===== src/hw/rtl/ffha_pkg.sv =====
`default_nettype none
package ffha_pkg;

  localparam int unsigned MAX_BLOCKS      = 64;
  localparam int unsigned HEADER_BYTES    = 40;
  localparam int unsigned ALIGN_BYTES     = 16;  // power of two
  localparam int unsigned MIN_BLOCK_BYTES = 16;

  localparam int unsigned ADDR_W    = 48;
  localparam int unsigned ALU_W     = ADDR_W + 2;
  localparam int unsigned IDX_W     = $clog2(MAX_BLOCKS);
  localparam int unsigned CNT_W     = $clog2(MAX_BLOCKS + 1);
  localparam int unsigned CFG_IDX_W = 2;

  typedef logic [ADDR_W-1:0] addr_t;
  typedef logic [ALU_W-1:0]  wide_t;

  // Rounding constants for the aligned data address
  localparam wide_t ROUND_ADD  = wide_t'(HEADER_BYTES + ALIGN_BYTES - 1);
  localparam wide_t ALIGN_MASK = ~wide_t'(ALIGN_BYTES - 1);
  localparam wide_t MIN_W      = wide_t'(MIN_BLOCK_BYTES);

  typedef enum logic [CFG_IDX_W-1:0] {
    REG_HEAP_START = 2'd0,
    REG_HEAP_END   = 2'd1
  } reg_e;

  typedef enum logic {
    CMD_ALLOC = 1'b0,
    CMD_FREE  = 1'b1
  } cmd_e;

  typedef enum logic [1:0] {
    STAT_DONE    = 2'd0,
    STAT_REFUSED = 2'd1,
    STAT_NO_FIT  = 2'd2
  } status_e;

  typedef struct packed {
    addr_t start;
    addr_t size;
  } entry_t;

  typedef struct packed {
    wide_t a;
    wide_t b;
    wide_t c;
    logic  sub;
  } alu_req_t;

  typedef struct packed {
    wide_t r;
    logic  lt;
    logic  gt;
  } alu_rsp_t;

  function automatic wide_t widen(addr_t x);
    return {{(ALU_W - ADDR_W){1'b0}}, x};
  endfunction

endpackage
`default_nettype wire


===== src/hw/rtl/ffha_alu.sv =====
`default_nettype none
module ffha_alu (
  input  ffha_pkg::alu_req_t req_i,
  output ffha_pkg::alu_rsp_t rsp_o
);

  ffha_pkg::wide_t r;

  // One shared add/subtract followed by a compare against the third operand
  always_comb begin
    r        = req_i.sub ? (req_i.a - req_i.b) : (req_i.a + req_i.b);
    rsp_o.r  = r;
    rsp_o.lt = r < req_i.c;
    rsp_o.gt = r > req_i.c;
  end

endmodule
`default_nettype wire


===== config.mk =====
export PLATFORM = sky130hd
export DESIGN_NAME = ffha_alu
export DESIGN_NICKNAME = d
export VERILOG_FILES = /design/src/hw/rtl/ffha_pkg.sv /design/src/hw/rtl/ffha_alu.sv
export SDC_FILE = /design/constraint.sdc
export NUM_CORES = 1
export LEC_CHECK = 0
export BUFFER_PORTS_ARGS = -buffer_cell sky130_fd_sc_hd__buf_2
export CORE_UTILIZATION = 30
export DETAILED_ROUTE_END_ITERATION = 16
export PLACE_DENSITY_LB_ADDON = 0.15
export SETUP_SLACK_MARGIN = 0.5
export SYNTH_ARGS = -nofsm -noshare
export SYNTH_HDL_FRONTEND = slang
export SYNTH_SLANG_ARGS = --single-unit

===== constraint.sdc =====
create_clock -name vclk -period 10.9
set_input_delay 2.18 -clock vclk [all_inputs]
set_output_delay 2.18 -clock vclk [all_outputs]
set_load 0.01 [all_outputs]

### Word-level counts from Yosys, hierarchy flattened

Index checks and enable logic that the tools add are counted.

* input port bits: 151
* logic and storage cells: 5
* flip-flop bits (word level): 0

* $add $sub $neg: 2
* order comparisons: 2
* multiplexer cells: 1

Operators with widths (count)
* $add A50 B50 Y50: 1
* $gt A50 B50 Y1: 1
* $lt A50 B50 Y1: 1
* $mux W50: 1
* $sub A50 B50 Y50: 1

### Depth between registers and ports, before layout

* word-level depth: 3
* mapped depth: 30
* depth with buffers taken out: 29

### Least setup slack after synthesis

No wires, ideal clock.

* path type: input port to output port
* start: input port req_i[65] (netlist bit)
* end: output port rsp_o[0] (netlist bit)
* stages on the path: 24
* path slack: 531 ps
* data arrival time: 8189 ps
* cells stage by stage: or4_4 > buf_6 > nor4_1 > nand2_1 > or4_1 > nor3b_1 > a21oi_1 > xnor2_1 > ha_1 > clkbuf_1 > nand4_1 > or3_1 > o31a_1 > o21a_1 > o41ai_1 > xor2_1 > ha_1 > a21o_1 > a21o_1 > a221o_1 > a21oi_1 > o21ai_0 > a41oi_1 > nor2_1

RTL lines
* from (decl): line ffha_alu.sv:3 `input ffha_pkg::alu_req_t req_i,`
* to (decl): line ffha_alu.sv:4 `output ffha_pkg::alu_rsp_t rsp_o`

==> reports/results.ini <==
[critical_path]
path_max_fanout = 9
cp-end-kind = output pin
path_buf_inv = 3
cpMaxStageDelayCell = or4_4
crit_required_ns = 8.72
critPathKind = in -> out
critPathTopFamily = compound AO/OA/AOI/OAI gates
critical-path-max-stage-delay_ns = 0.59
crit_arrival_ns = 7.89
startpoint_type = input port

[pwr]
p_leak_uw = 0.003421
powerDensity_nw_per_um2 = 93.59
peakVddDrop_mv = 0.04301
totalPowerFinal_uw = 626.2

[logic_synthesis]
yosysTopAreaCellShare_pct = 24.10
syn-cell-area_um2 = 5192
synth_common_cells = a21oi_1, ha_1, inv_1, xnor2_1, nor2_1
synth.area.top_cells = ha_1, xnor2_1, a21oi_1
yosys_warnings = 0
yosysTopAreaCell = ha_1
synth.net_count = 1031
yosysUniqueCellTypes = 62
yosysSeqAreaShare_pct = 0
synth_most_common_cell = a21oi_1
synth_cells = 779
avgSynthCellArea_um2 = 6.666

[sta]
tightest_slew_ns = 0.5832
rsz0062_at_grt = false
fmax_mhz = 99.27
slew_headroom_pct = 60.89
setup_tns_ns = 0
timing.final.crit_share_pct = 92.42
report.final.setup_viol = 0
hold_viol_final = 0
drv_slew = 0
period_minus_slack_ns = 10.07

[floorplanning]
die_area_um2 = 17840
io-pin-count = 203
die_w_um = 133.6
rows = 47
core_um2 = 16760
die_h_um = 133.6
start_util_pct = 30.98

[worst_hold_path]
hold_depth = 5
hp-class = in -> out
holdPathEnd = rsp_o[2]
min_from = req_i[101]

[cells_and_area]
fin_area_um2 = 6691
fin_util_pct = 39.93
drive_gt1_share_pct = 27.03
ff_latch_area_um2 = 0
num-nets-final = 1227
seq_cells = 0
area_growth_pct = 28.87
layout.cells.non_filler = 1194
nClkBuffers = 0

[status]
status = finished, final reports clean

[clock_network]
ctsHoldBuffers = 0

[global_route]
gr-total-overflow = 0
antenna_found_initial = 3
grt_pass1_wl_um = 27950
grt_pass1_vias = 5568
grtUsageTotal_pct = 19.16
grt_max_degree = 36

[route]
wl_um = 18070
drtPass1Iterations = 5
drt-initial-drc-count = 313
vias = 6050
drc = 0
wl_per_cell_um = 15.14
vias_per_cell = 5.067
ant_nets = 0

[placed_design]
place.gp.congestion = 0.9654
hpwl_um = 15890
dpl-instance-area_um2 = 6461
dp.cells = 1188
io_buffers = 203

[flow_run]
cap_violations = 0

## routing by layer
layer	vias to the layer above	wire, um	part of all wire [%]	track usage [%]
li1	3183	-	-	-
met1	2684	8819	49	27.47
met2	175	8255	46	32.70
met3	6	877	4.9	1.142
met4	2	106	0.59	0.9470
met5	-	13	0.072	0
## metrics by stage
step	setup WS, ns	hold slack [ns]
5_1_grt	0.4911	4.862
6_report	0.8262	4.823
3_3_place_gp	0.3669	4.820
3_5_place_dp	0.2348	4.823
2_1_floorplan	0.5305	4.546
4_1_cts	0.5186	4.826
## placed cells by master, fill, tap and decap left out, drive strengths merged, types with 2 or more instances in the layout
cell,instances
a2111oi,2
a211oi,6
a21o,40
a21oi,103
a31oi,5
a41oi,3
and2,3
and3,6
and4,3
buf,220
ha,100
inv,80
nand2,50
nand2b,6
nand3,16
nand3b,2
nand4,25
nor2,72
nor2b,6
nor3,21
nor3b,3
nor4,11
o211ai,3
o21a,6
o21ai,44
o21bai,4
o2bb2ai,2
o31ai,2
or2,2
or3,4
or4,8
xnor2,74
xor2,20
## worst max-delay path by stage
stage,endpoint,from,cells after the start
floorplan,rsp_o[0],req_i[65],24
global placement,rsp_o[0],req_i[65],25
detailed placement,rsp_o[0],req_i[65],30
CTS,rsp_o[0],req_i[55],27
global route,rsp_o[0],req_i[65],28
finish,rsp_o[0],req_i[65],25
## timing repair
action / 4_1_cts / 5_1_grt
setup endpoints to repair: 2 / 2
setup buffers: 0 / 5
pin swaps: 0 / 7
resized for setup: 8 / 35
## cell families (layout without fill, tap and decap cells)
| kind of cell | Yosys count | in the layout | synth area share (%) |
|---|---|---|---|
| XOR/XNOR | 94 | 94 | 16.22 |
| adder cells (fa/ha/maj) | 101 | 101 | 24.48 |
| AND/OR/NAND/NOR | 241 | 241 | 23.37 |
| buffers and inverters | 106 | 300 | 7.952 |
| multiplexers | 2 | 2 | 0.4096 |
| AO/OA/AOI/OAI | 235 | 235 | 27.57 |
| other | 0 | 1 | 0 |
## tightest hold or removal path: cells and delay by family
family	cells	cell delay [ns]
buffers and inverters	4	0.30
adder cells (fa/ha/maj)	1	0.15
## cell type report
type               count  area (um^2)
well taps            220        275.3
inverters             80        300.3
fillers             1849        10070
diodes                 1        2.502
repair buffers       220         1144
multi-input cells    673         4970
## power by group
group	internal, uW	switching (uW)	total, uW	leakage [uW]
logic	269	357	626	0.00342
clock network	0.0000123	0	0.0000123	0.00000000634
registers	0	0	0	0
total	269	357	626	0.00342
(Power assumes the default switching activity.)
